==> src/rtl/skc_pkg.sv <==
// ----------------------------------------------------------------------------
// skc_pkg
// Shared widths, register codes and pipeline control type of the cubic
// spline kernel texel generator.
// ----------------------------------------------------------------------------
package skc_pkg;

	// Texel coordinate, squared radius, radius and normalized radius widths.
	localparam int COORD_W = 8;
	localparam int SQ_W    = 16;
	localparam int R_W     = 16;
	localparam int U_W     = 17;
	localparam int REG_W   = 18;
	localparam int IDX_W   = 2;
	localparam int OUT_W   = 8;

	// One in Q1.16.
	localparam logic [U_W-1:0] ONE_Q16 = 17'h10000;

	// Reset value of both registers (0.5 in Q2.16).
	localparam logic [REG_W-1:0] REG_RESET = 18'd32768;

	// Register indexes on the configuration port.
	typedef enum logic [IDX_W-1:0] {
		REG_SMOOTHING_LENGTH = 2'd0,
		REG_KERNEL_SCALE     = 2'd1
	} skc_reg_t;

	// Control that travels with each request through the kernel stages.
	typedef struct packed {
		logic valid;
		logic zero;
		logic lower;
	} skc_ctl_t;

endpackage

==> src/rtl/skc_sqrt.sv <==
// ----------------------------------------------------------------------------
// skc_sqrt
// Pipelined digit-by-digit square root: root = floor(sqrt(sum_sq * 2^16)),
// two result bits per stage over eight stages.
// ----------------------------------------------------------------------------
module skc_sqrt (
	input  logic                     clk,
	input  logic                     arst_n,
	input  logic                     in_valid,
	input  logic [skc_pkg::SQ_W-1:0] sum_sq,
	output logic                     out_valid,
	output logic [skc_pkg::R_W-1:0]  root
);
	import skc_pkg::*;

	localparam int STAGES = R_W / 2;
	localparam int NUM_W  = 2 * R_W;
	localparam int REM_W  = R_W + 2;

	logic             vld_s  [STAGES];
	logic [REM_W-1:0] rem_s  [STAGES];
	logic [R_W-1:0]   root_s [STAGES];
	logic [NUM_W-1:0] num_s  [STAGES];

	genvar g;
	for (g = 0; g < STAGES; g++) begin : g_stage
		logic             vld_i;
		logic [REM_W-1:0] rem_i;
		logic [R_W-1:0]   root_i;
		logic [NUM_W-1:0] num_i;
		logic [REM_W-1:0] rem_d;
		logic [R_W-1:0]   root_d;
		logic [NUM_W-1:0] num_d;

		// Stage inputs come from the ports or from the previous stage.
		if (g == 0) begin : g_first
			assign vld_i  = in_valid;
			assign rem_i  = '0;
			assign root_i = '0;
			assign num_i  = {sum_sq, {(NUM_W - SQ_W){1'b0}}};
		end else begin : g_next
			assign vld_i  = vld_s[g-1];
			assign rem_i  = rem_s[g-1];
			assign root_i = root_s[g-1];
			assign num_i  = num_s[g-1];
		end

		// Two trial subtractions, each bringing down two bits of the radicand.
		always_comb begin
			logic [REM_W+1:0] acc;
			logic [REM_W+1:0] trial;
			rem_d  = rem_i;
			root_d = root_i;
			num_d  = num_i;
			for (int k = 0; k < 2; k++) begin
				acc   = {rem_d, num_d[NUM_W-1 -: 2]};
				trial = {2'b00, root_d, 2'b01};
				num_d = {num_d[NUM_W-3:0], 2'b00};
				if (acc >= trial) begin
					acc    = acc - trial;
					root_d = {root_d[R_W-2:0], 1'b1};
				end else begin
					root_d = {root_d[R_W-2:0], 1'b0};
				end
				rem_d = acc[REM_W-1:0];
			end
		end

		always_ff @(posedge clk or negedge arst_n) begin
			if (!arst_n) begin
				vld_s[g] <= 1'b0;
			end else begin
				vld_s[g] <= vld_i;
			end
		end

		always_ff @(posedge clk) begin
			rem_s[g]  <= rem_d;
			root_s[g] <= root_d;
			num_s[g]  <= num_d;
		end
	end

	assign out_valid = vld_s[STAGES-1];
	assign root      = root_s[STAGES-1];

endmodule

==> src/rtl/skc_div.sv <==
// ----------------------------------------------------------------------------
// skc_div
// Pipelined restoring divider u = floor(r * 2^16 / h) with the branch
// decisions of the kernel, two quotient bits per stage.
// ----------------------------------------------------------------------------
module skc_div (
	input  logic                      clk,
	input  logic                      arst_n,
	input  logic                      in_valid,
	input  logic [skc_pkg::R_W-1:0]   radius,
	input  logic [skc_pkg::REG_W-1:0] smooth_len,
	output skc_pkg::skc_ctl_t         ctl,
	output logic [skc_pkg::U_W-1:0]   quot
);
	import skc_pkg::*;

	localparam int FRAC   = U_W - 1;
	localparam int STAGES = FRAC / 2;

	logic [REG_W-1:0] r_ext;
	logic             r_ge_h;

	skc_ctl_t         ctl_s0;
	logic [REG_W-1:0] rem_s0;
	logic [U_W-1:0]   q_s0;

	skc_ctl_t         ctl_s  [STAGES];
	logic [REG_W-1:0] rem_s  [STAGES];
	logic [U_W-1:0]   q_s    [STAGES];

	assign r_ext  = {{(REG_W - R_W){1'b0}}, radius};
	assign r_ge_h = (r_ext >= smooth_len);

	// Entry stage: branch flags, integer quotient bit and first remainder.
	always_ff @(posedge clk or negedge arst_n) begin
		if (!arst_n) begin
			ctl_s0 <= '0;
		end else begin
			ctl_s0.valid <= in_valid;
			ctl_s0.zero  <= (smooth_len == '0) || (r_ext > smooth_len);
			ctl_s0.lower <= ({r_ext, 1'b0} < {1'b0, smooth_len});
		end
	end

	always_ff @(posedge clk) begin
		rem_s0 <= r_ge_h ? (r_ext - smooth_len) : r_ext;
		q_s0   <= {{(U_W - 1){1'b0}}, r_ge_h};
	end

	genvar g;
	for (g = 0; g < STAGES; g++) begin : g_stage
		skc_ctl_t         ctl_i;
		logic [REG_W-1:0] rem_i;
		logic [U_W-1:0]   q_i;
		logic [REG_W-1:0] rem_d;
		logic [U_W-1:0]   q_d;

		if (g == 0) begin : g_first
			assign ctl_i = ctl_s0;
			assign rem_i = rem_s0;
			assign q_i   = q_s0;
		end else begin : g_next
			assign ctl_i = ctl_s[g-1];
			assign rem_i = rem_s[g-1];
			assign q_i   = q_s[g-1];
		end

		// Two shift-and-subtract steps of the long division.
		always_comb begin
			logic [REG_W:0] acc;
			rem_d = rem_i;
			q_d   = q_i;
			for (int k = 0; k < 2; k++) begin
				acc = {rem_d, 1'b0};
				if (acc >= {1'b0, smooth_len}) begin
					acc = acc - {1'b0, smooth_len};
					q_d = {q_d[U_W-2:0], 1'b1};
				end else begin
					q_d = {q_d[U_W-2:0], 1'b0};
				end
				rem_d = acc[REG_W-1:0];
			end
		end

		always_ff @(posedge clk or negedge arst_n) begin
			if (!arst_n) begin
				ctl_s[g] <= '0;
			end else begin
				ctl_s[g] <= ctl_i;
			end
		end

		always_ff @(posedge clk) begin
			rem_s[g] <= rem_d;
			q_s[g]   <= q_d;
		end
	end

	assign ctl  = ctl_s[STAGES-1];
	assign quot = q_s[STAGES-1];

endmodule

==> src/rtl/sph_kernel_texture_pixel.sv <==
// ----------------------------------------------------------------------------
// sph_kernel_texture_pixel
// Cubic spline kernel texel generator: one texel coordinate in, one 8-bit
// intensity out, fully pipelined.
// ----------------------------------------------------------------------------
//  Channel   Signals                              Direction
//  request   start, busy, row_index, col_index    in (busy out)
//  result    done, intensity                      out
//  config    cfg_we, cfg_index, cfg_data          in
//
// A request is taken in every cycle; busy is always low. Each result passes
// through the squared radius register, the square root stages, the divider
// stages and the kernel polynomial and scaling multiplier registers. done is
// high for one cycle with each result. Reset clears the valid bits and sets
// both registers to 0.5.
// ----------------------------------------------------------------------------
module sph_kernel_texture_pixel (
	input  logic                      clk,
	input  logic                      arst_n,
	input  logic                      start,
	output logic                      busy,
	input  logic [skc_pkg::COORD_W-1:0] row_index,
	input  logic [skc_pkg::COORD_W-1:0] col_index,
	output logic                      done,
	output logic [skc_pkg::OUT_W-1:0] intensity,
	input  logic                      cfg_we,
	input  logic [skc_pkg::IDX_W-1:0] cfg_index,
	input  logic [skc_pkg::REG_W-1:0] cfg_data
);
	import skc_pkg::*;

	localparam int KL_W = U_W + 4;
	localparam int P_W  = REG_W + U_W;
	localparam int M_W  = P_W + 8;

	logic [REG_W-1:0] smooth_q;
	logic [REG_W-1:0] scale_q;

	logic              vld_s1;
	logic [SQ_W-1:0]   sum_s1;
	logic              r_vld;
	logic [R_W-1:0]    r_val;
	skc_ctl_t          dctl;
	logic [U_W-1:0]    u_val;

	skc_ctl_t          ctl_s2, ctl_s3, ctl_s4, ctl_s5;
	logic [U_W-1:0]    w_s2, sq_s2, sq_s3, cube_s3, k_s4;
	logic [P_W-1:0]    p_s5;

	logic signed [COORD_W-1:0] x_c, y_c;
	logic [U_W-1:0]    w_c;
	logic [2*U_W-1:0]  sq_full, cube_full;
	logic [KL_W-1:0]   kl_c;
	logic [U_W:0]      ku_c;
	logic [U_W-1:0]    k_c;
	logic [M_W-1:0]    m_c;
	logic [M_W-33:0]   hi_c;

	assign busy = 1'b0;

	// Configuration registers; writes to unused indexes are dropped.
	always_ff @(posedge clk or negedge arst_n) begin
		if (!arst_n) begin
			smooth_q <= REG_RESET;
			scale_q  <= REG_RESET;
		end else if (cfg_we) begin
			unique case (cfg_index)
				REG_SMOOTHING_LENGTH: smooth_q <= cfg_data;
				REG_KERNEL_SCALE:     scale_q  <= cfg_data;
				default: ;
			endcase
		end
	end

	// Centered coordinates and squared radius.
	assign x_c = {~row_index[COORD_W-1], row_index[COORD_W-2:0]};
	assign y_c = {~col_index[COORD_W-1], col_index[COORD_W-2:0]};

	always_ff @(posedge clk or negedge arst_n) begin
		if (!arst_n) begin
			vld_s1 <= 1'b0;
		end else begin
			vld_s1 <= start;
		end
	end

	always_ff @(posedge clk) begin
		sum_s1 <= SQ_W'(x_c * x_c) + SQ_W'(y_c * y_c);
	end

	skc_sqrt u_sqrt (
		.clk       (clk),
		.arst_n    (arst_n),
		.in_valid  (vld_s1),
		.sum_sq    (sum_s1),
		.out_valid (r_vld),
		.root      (r_val)
	);

	skc_div u_div (
		.clk        (clk),
		.arst_n     (arst_n),
		.in_valid   (r_vld),
		.radius     (r_val),
		.smooth_len (smooth_q),
		.ctl        (dctl),
		.quot       (u_val)
	);

	// Polynomial argument and its square.
	assign w_c     = dctl.lower ? u_val : (ONE_Q16 - u_val);
	assign sq_full = w_c * w_c;

	// Cube of the argument.
	assign cube_full = sq_s2 * w_s2;

	// Kernel value of either branch, clamped at zero.
	assign kl_c = KL_W'(ONE_Q16) + KL_W'(6) * {4'b0, cube_s3} - KL_W'(6) * {4'b0, sq_s3};
	assign ku_c = {cube_s3, 1'b0};

	always_comb begin
		if (ctl_s3.zero) begin
			k_c = '0;
		end else if (ctl_s3.lower) begin
			k_c = kl_c[KL_W-1] ? '0 : kl_c[U_W-1:0];
		end else begin
			k_c = ku_c[U_W-1:0];
		end
	end

	// Times 255, drop the 32 fraction bits and saturate.
	assign m_c  = {p_s5, 8'b0} - {8'b0, p_s5};
	assign hi_c = m_c[M_W-1:32];

	always_ff @(posedge clk or negedge arst_n) begin
		if (!arst_n) begin
			ctl_s2 <= '0;
			ctl_s3 <= '0;
			ctl_s4 <= '0;
			ctl_s5 <= '0;
			done   <= 1'b0;
		end else begin
			ctl_s2 <= dctl;
			ctl_s3 <= ctl_s2;
			ctl_s4 <= ctl_s3;
			ctl_s5 <= ctl_s4;
			done   <= ctl_s5.valid;
		end
	end

	always_ff @(posedge clk) begin
		w_s2      <= w_c;
		sq_s2     <= sq_full[U_W+15:16];
		sq_s3     <= sq_s2;
		cube_s3   <= cube_full[U_W+15:16];
		k_s4      <= k_c;
		p_s5      <= scale_q * k_s4;
		intensity <= (hi_c > (M_W-32)'(255)) ? 8'hFF : hi_c[OUT_W-1:0];
	end

endmodule

==> config.mk <==
export PLATFORM = sky130hd
export DESIGN_NAME = sph_kernel_texture_pixel
export DESIGN_NICKNAME = d
export VERILOG_FILES = /design/src/rtl/skc_pkg.sv /design/src/rtl/skc_sqrt.sv /design/src/rtl/skc_div.sv /design/src/rtl/sph_kernel_texture_pixel.sv
export SDC_FILE = /design/constraint.sdc
export NUM_CORES = 2
export LEC_CHECK = 0
export ABC_AREA = 1
export BUFFER_PORTS_ARGS = -buffer_cell sky130_fd_sc_hd__clkbuf_2
export CAP_MARGIN = 20
export CORE_MARGIN = 4
export CORE_UTILIZATION = 30
export CTS_CLUSTER_SIZE = 16
export DETAILED_ROUTE_END_ITERATION = 7
export GPL_ROUTABILITY_DRIVEN = 0
export PLACE_DENSITY_LB_ADDON = 0.12
export SYNTH_ARGS = -nofsm -noshare
export SYNTH_HDL_FRONTEND = slang
export SYNTH_SLANG_ARGS = --single-unit
==> constraint.sdc <==
create_clock -name clk -period 8.8 [get_ports clk]
set_input_delay 1.32 -clock clk [delete_from_list [all_inputs] [get_ports clk]]
set_output_delay 1.32 -clock clk [all_outputs]
set_load 0.01 [all_outputs]
Word-level counts from Yosys, hierarchy flattened
Memories as Yosys holds them, arrays and structs flattened.
Cells that the tools add are included.

cells by class
  add/subtract/negate cells = 38
  multiply operators = 7
  div/mod/pow operators = 0
  $lt $le $gt $ge = 36
  equality and inequality tests = 1
  shift operators = 0
  multiplexer cells = 68
  bitwise gates (word level) = 3
  reductions and logical operators = 6

operator list
  operator                  number
  $mux W18                  32
  $sub A18 B18 Y18          30
  $ge A19 B18 Y1            16
  $ge A20 B18 Y1            14
  $mul A17 B17 Y33          2
  $mux W17                  3
  $sub A43 B35 Y43          1
  $mul A2 B17 Y19 const A   2
  $mul A18 B17 Y35          1
  $mul A8 B8 Y16            2
  $mux W1                   32
  $add A17 B20 Y21 const A  1
  $sub A21 B20 Y21          1
  $ge A20 B3 Y1             1
  $ge A16 B18 Y1            1
  $gt A16 B18 Y1            1
  $logic_not A18 Y1         1
  $lt A17 B18 Y1            1
  $sub A16 B18 Y18          1
  $sub A18 B3 Y18           1
  $sub A17 B17 Y17 const A  1
  $add A16 B16 Y16          1
  $mux W16                  1
  $gt A11 B8 Y1 const B     1
  other kinds (8)           11

storage, ports and cells
  register bits after elaboration = 244
  bits in latches = 0
  RAM bits = 776
  bits in read-only memories = 0
  input bits = 40
  output and inout port bits = 10
  memories kept = 5

memories
  name           depth  bits a word  rd ports  clocked after memory_dff  wr ports  line            text
  u_sqrt.num_s   8      28           7         0                         8         skc_sqrt.sv:23  logic [NUM_W-1:0] num_s [STAGES];
  u_div.rem_s    8      18           7         0                         8         skc_div.sv:28   logic [REG_W-1:0] rem_s [STAGES];
  u_sqrt.rem_s   8      18           7         0                         8         skc_sqrt.sv:21  logic [REM_W-1:0] rem_s [STAGES];
  u_div.q_s      8      17           8         0                         8         skc_div.sv:29   logic [U_W-1:0] q_s [STAGES];
  u_sqrt.root_s  8      16           8         0                         8         skc_sqrt.sv:22  logic [R_W-1:0] root_s [STAGES];

Logic depth before layout (Yosys ltp)
  word-level depth = 5
  depth in mapped cells = 35
  gate-level depth less buffers = 34

Cells and area by module
From an unflattened synthesis, not the netlist that was laid out.

unflattened totals
  cell total of the unflattened synthesis = 11687
  area, all modules = 82740.6 µm²

modules (own cells, without submodules)
  module                    times used  cells each  area an instance (µm²)
  sph_kernel_texture_pixel  1           5622        42797.3
  skc_div                   1           3839        24740.0
  skc_sqrt                  1           2226        15203.3

Least setup slack after synthesis
Ideal clock, no wire load.

  path kind = reg-to-reg
  start point = memory u_div.q_s[7][0], in the netlist u_div.q_s[1][51]
  end point = register sq_s2[11]
  data arrival time = 6.706 ns
  required time = 8.673 ns
  setup slack = 1.968 ns
  stages on the path, launching flop included = 30
  buffers on the path = 2
  period minus slack after synthesis = 6.832 ns
  cells stage by stage = dfxtp_1 > inv_2 > clkbuf_1 > ha_1 > nand3_1 > nor2_1 > nand2_1 > nor3_1 > or2_2 > xor2_1 > inv_1 > clkbuf_1 > nand2_1 > fa_1 > inv_1 > fa_1 > fa_1 > fa_1 > fa_1 > inv_1 > fa_1 > inv_1 > ha_1 > a21oi_1 > inv_1 > a31oi_1 > o21ai_0 > a211oi_1 > o21ai_0 > xor2_1

RTL lines
  item                  line                             text
  start, declared       skc_div.sv:29
  end signal, assigned  sph_kernel_texture_pixel.sv:153  sq_s2 <= sq_full[U_W+15:16];
  end, declared         sph_kernel_texture_pixel.sv:47   logic [U_W-1:0] w_s2, sq_s2, sq_s3, cube_s3, k_s4;

==> metrics.md <==
| Metric | Value |
|---|---|
| Routed vias | 66800 |
| Final setup viols | 0 |
| Crit-path leading delay family | adder cells |
| Skew-Pair Late Insertion Delay | 0.74 ns |
| Clk Tree Root Cell | clkbuf_16 |
| Outcome | completed |
| Worst endpoint required time | 9.39 ns |
| Yosys warning count | 0 |
| CP arrival | 8.29 ns |
| EDFF count, synth | 0 |
| CP startpoint kind | register |
| CTS buffer count | 89 |
| Worst reg2reg startpoint | u_div.q_s[1][51]$_DFF_P_ |
| Minimum clock period | 7.70 ns |
| Reg2Reg Depth | 29 |
| DP HPWL | 191 mm |
| WL/cell | 16.5 um |
| Worst path bufs/invs | 8 |
| Iteration-0 DRC Markers | 3783 |
| CP Max Fanout | 16 |
| Clock Skew | 0.0565 ns |
| Routed Antenna Nets | 0 |
| WHS Endpoint | u_div.q_s[0][56]$_DFF_P_ |
| FF-to-FF setup slack | 1.10 ns |
| CTS sink cnt | 658 |
| Post-route cell area | 0.0859 mm2 |
| Slowest cell on crit path | clkinv_1 |
| Period utilisation layout | 0.875 |
| Worst setup path class | register to register |
| Initial antenna violation count | 4 |
| Fin Setup TNS | 0 ns |
| Seq cells post-synth | 658 |
| Worst setup margin | 1.10 ns |
| Worst Hold Path Cells | 0 |
| Largest net degree at the start of global routing | 47 |
| Ys async rst share | 0.123 |
| Synthesized area | 0.0786 mm2 |
| Worst-path clk slew | 0.06 ns |
| I/O pins | 50 |
| First drt pass iteration count | 6 |
| Synth cell types | 72 |
| Multi-input gate area | 0.0565 mm2 |
| P&R area growth vs syn | 9.31% |
| RSZ-0062 raised after global routing | no |
| Final Hold Fails | 0 |
| Fillers | 28200 |
| Die height | 520 um |
| Post-DP Area | 0.0827 mm2 |
| Core Region | 0.260 mm2 |
| Row count | 187 |
| Share of layout cells above drive strength 1 | 0.0430 |
| Drt total wl | 235 mm |
| Gr usage total | 0.173 |
| Die area | 0.270 mm2 |
| DRC viols | 0 |
| Worst flop-to-flop path endpoint | sq_s2[11]$_DFF_P_ |
| First-pass GRT wire length | 379 mm |
| Number of setup buffers added after CTS | 0 |
| Die W | 520 um |
| Nets | 12400 |
| Initial core utilization | 0.302 |
| Mapped Avg Cell Area | 7.35 um2 |
| Most common cell after layout, fill and taps aside | nand2_1 |
| Hold buffer count at CTS | 0 |
| Gr ovfl total | 0 |
| Mapped Cells | 10700 |
| Vias per cell | 4.69 |
| Worst Tran Pin Value | 1.15 ns |
| H-tree levels | 3 |
| Dominant synthesized flop cell | dfxtp_1 |
| Slew Limit Fails | 0 |
| Hold Path Origin | u_div.q_s[0][37]$_DFF_P_ |
| Port Buf Inserts | 48 |
| Seq/Total Area, Yosys | 0.173 |
| Max-Cap Viols | 0 |
| Critical path capture point type | register |
| Post-place setup slack | 1.10 ns |
| Max Clk Rate | 130 MHz |
| Most frequent cells in the layout | 2691 x nand2_1, 1930 x inv_1, 916 x ha_1, 766 x fa_1, 682 x nor2_1 |
| CTS tree | built |
| Post-CTS Resized | 0 |
| Vias in the first global route | 69100 |
| Bufs on Longest Clock Path | 3 |
| HP Class | register to register |
| Max incr delay on CP | 0.56 ns |
| Sequential cell area | 0.0136 mm2 |
| Slew HR | 0.235 |
-- Yosys cell counts (22+ instances only) --
cell type  number  area [um2]
a21o_1         58         435
a21oi_1       614        3070
a31oi_1        56         350
buf_2          31         155
clkbuf_1      200         751
dfrtp_1        79        1980
dfxtp_1       577       11600
fa_1          766       15300
ha_1          916       11500
inv_1        1930        7240
inv_2          26        97.6
nand2_1      2691       10100
nand2_2        23         144
nand3_1       431        2160
nand3_2        25         250
nand3b_1       26         195
nand4_1       184        1150
nor2_1        682        2560
nor3_1         84         420
nor4_1         32         200
o21a_1         22         165
o21ai_0       456        2280
o21bai_1       44         330
or2_2          31         194
xnor2_1       202        1770
xor2_1        277        2430
-- cells by family after synthesis --
family	share of synthesized area
fa+ha+maj	0.341
compound gates	0.0968
buf+inv	0.108
other cells	0.0000956
flops	0.173
simple gates	0.227
xor+xnor	0.0534
-- metrics by stage --
stage	cells	hold slack, ns	util
floorplan	10700	0.310	-
global placement	14000	0.311	0.318
detailed placement	14000	0.312	0.318
CTS	14200	0.325	0.330
global route	14200	0.329	0.330
finish	14200	0.319	0.330
-- sequential cells by signal, indices dropped and copies added, names as in the netlist, 3 cells and up --
register	count
ctl_s2	3
ctl_s3	3
cube_s3	17
intensity	8
k_s4	16
p_s5	34
scale_q	18
smooth_q	18
sq_s2	17
sq_s3	17
sum_s1	16
u_div.ctl	3
u_div.ctl_s	21
u_div.ctl_s0	3
u_div.g_stage.rem_i	18
u_div.q_s	80
u_div.rem_s	126
u_sqrt.g_stage.vld_i	7
u_sqrt.num_s	24
u_sqrt.rem_s	114
u_sqrt.root_s	72
w_s2	17
-- final cells by class --
type	instances	area share
antenna	3	0.0000874
tap	3496	0.0509
clock inverter	51	0.00708
inverter	1963	0.0858
clock buffer	116	0.0290
sequential	658	0.158
multi-input combinational	7803	0.658
timing repair buffer	133	0.0114
-- metal layers --
metal | routed length, um | GRT usage | part of all wire | vias up
met5 | 0 | 0 | 0 | -
met4 | 5270 | 0.0395 | 0.022 | 0
met3 | 6900 | 0.0163 | 0.029 | 266
met2 | 112000 | 0.300 | 0.48 | 1042
met1 | 111000 | 0.232 | 0.47 | 31900
li1 | - | - | - | 33600
-- worst max-delay path by stage --
stage,start,endpoint,slack [ns],cells past startpoint
final,u_div.q_s[1][51]$_DFF_P_,sq_s2[11]$_DFF_P_,1.10,29
after global routing,u_div.q_s[1][51]$_DFF_P_,sq_s2[11]$_DFF_P_,0.52,29
after CTS,u_div.q_s[1][51]$_DFF_P_,sq_s2[11]$_DFF_P_,1.07,29
after detailed placement,u_div.q_s[1][51]$_DFF_P_,sq_s2[11]$_DFF_P_,1.10,29
after global placement,u_div.q_s[1][51]$_DFF_P_,sq_s2[11]$_DFF_P_,1.13,29
after floorplan,u_div.q_s[1][51]$_DFF_P_,sq_s2[11]$_DFF_P_,1.97,29
Power is not shown: default switching activity piles up to over one toggle a cycle in this logic, so the estimate is an artifact.
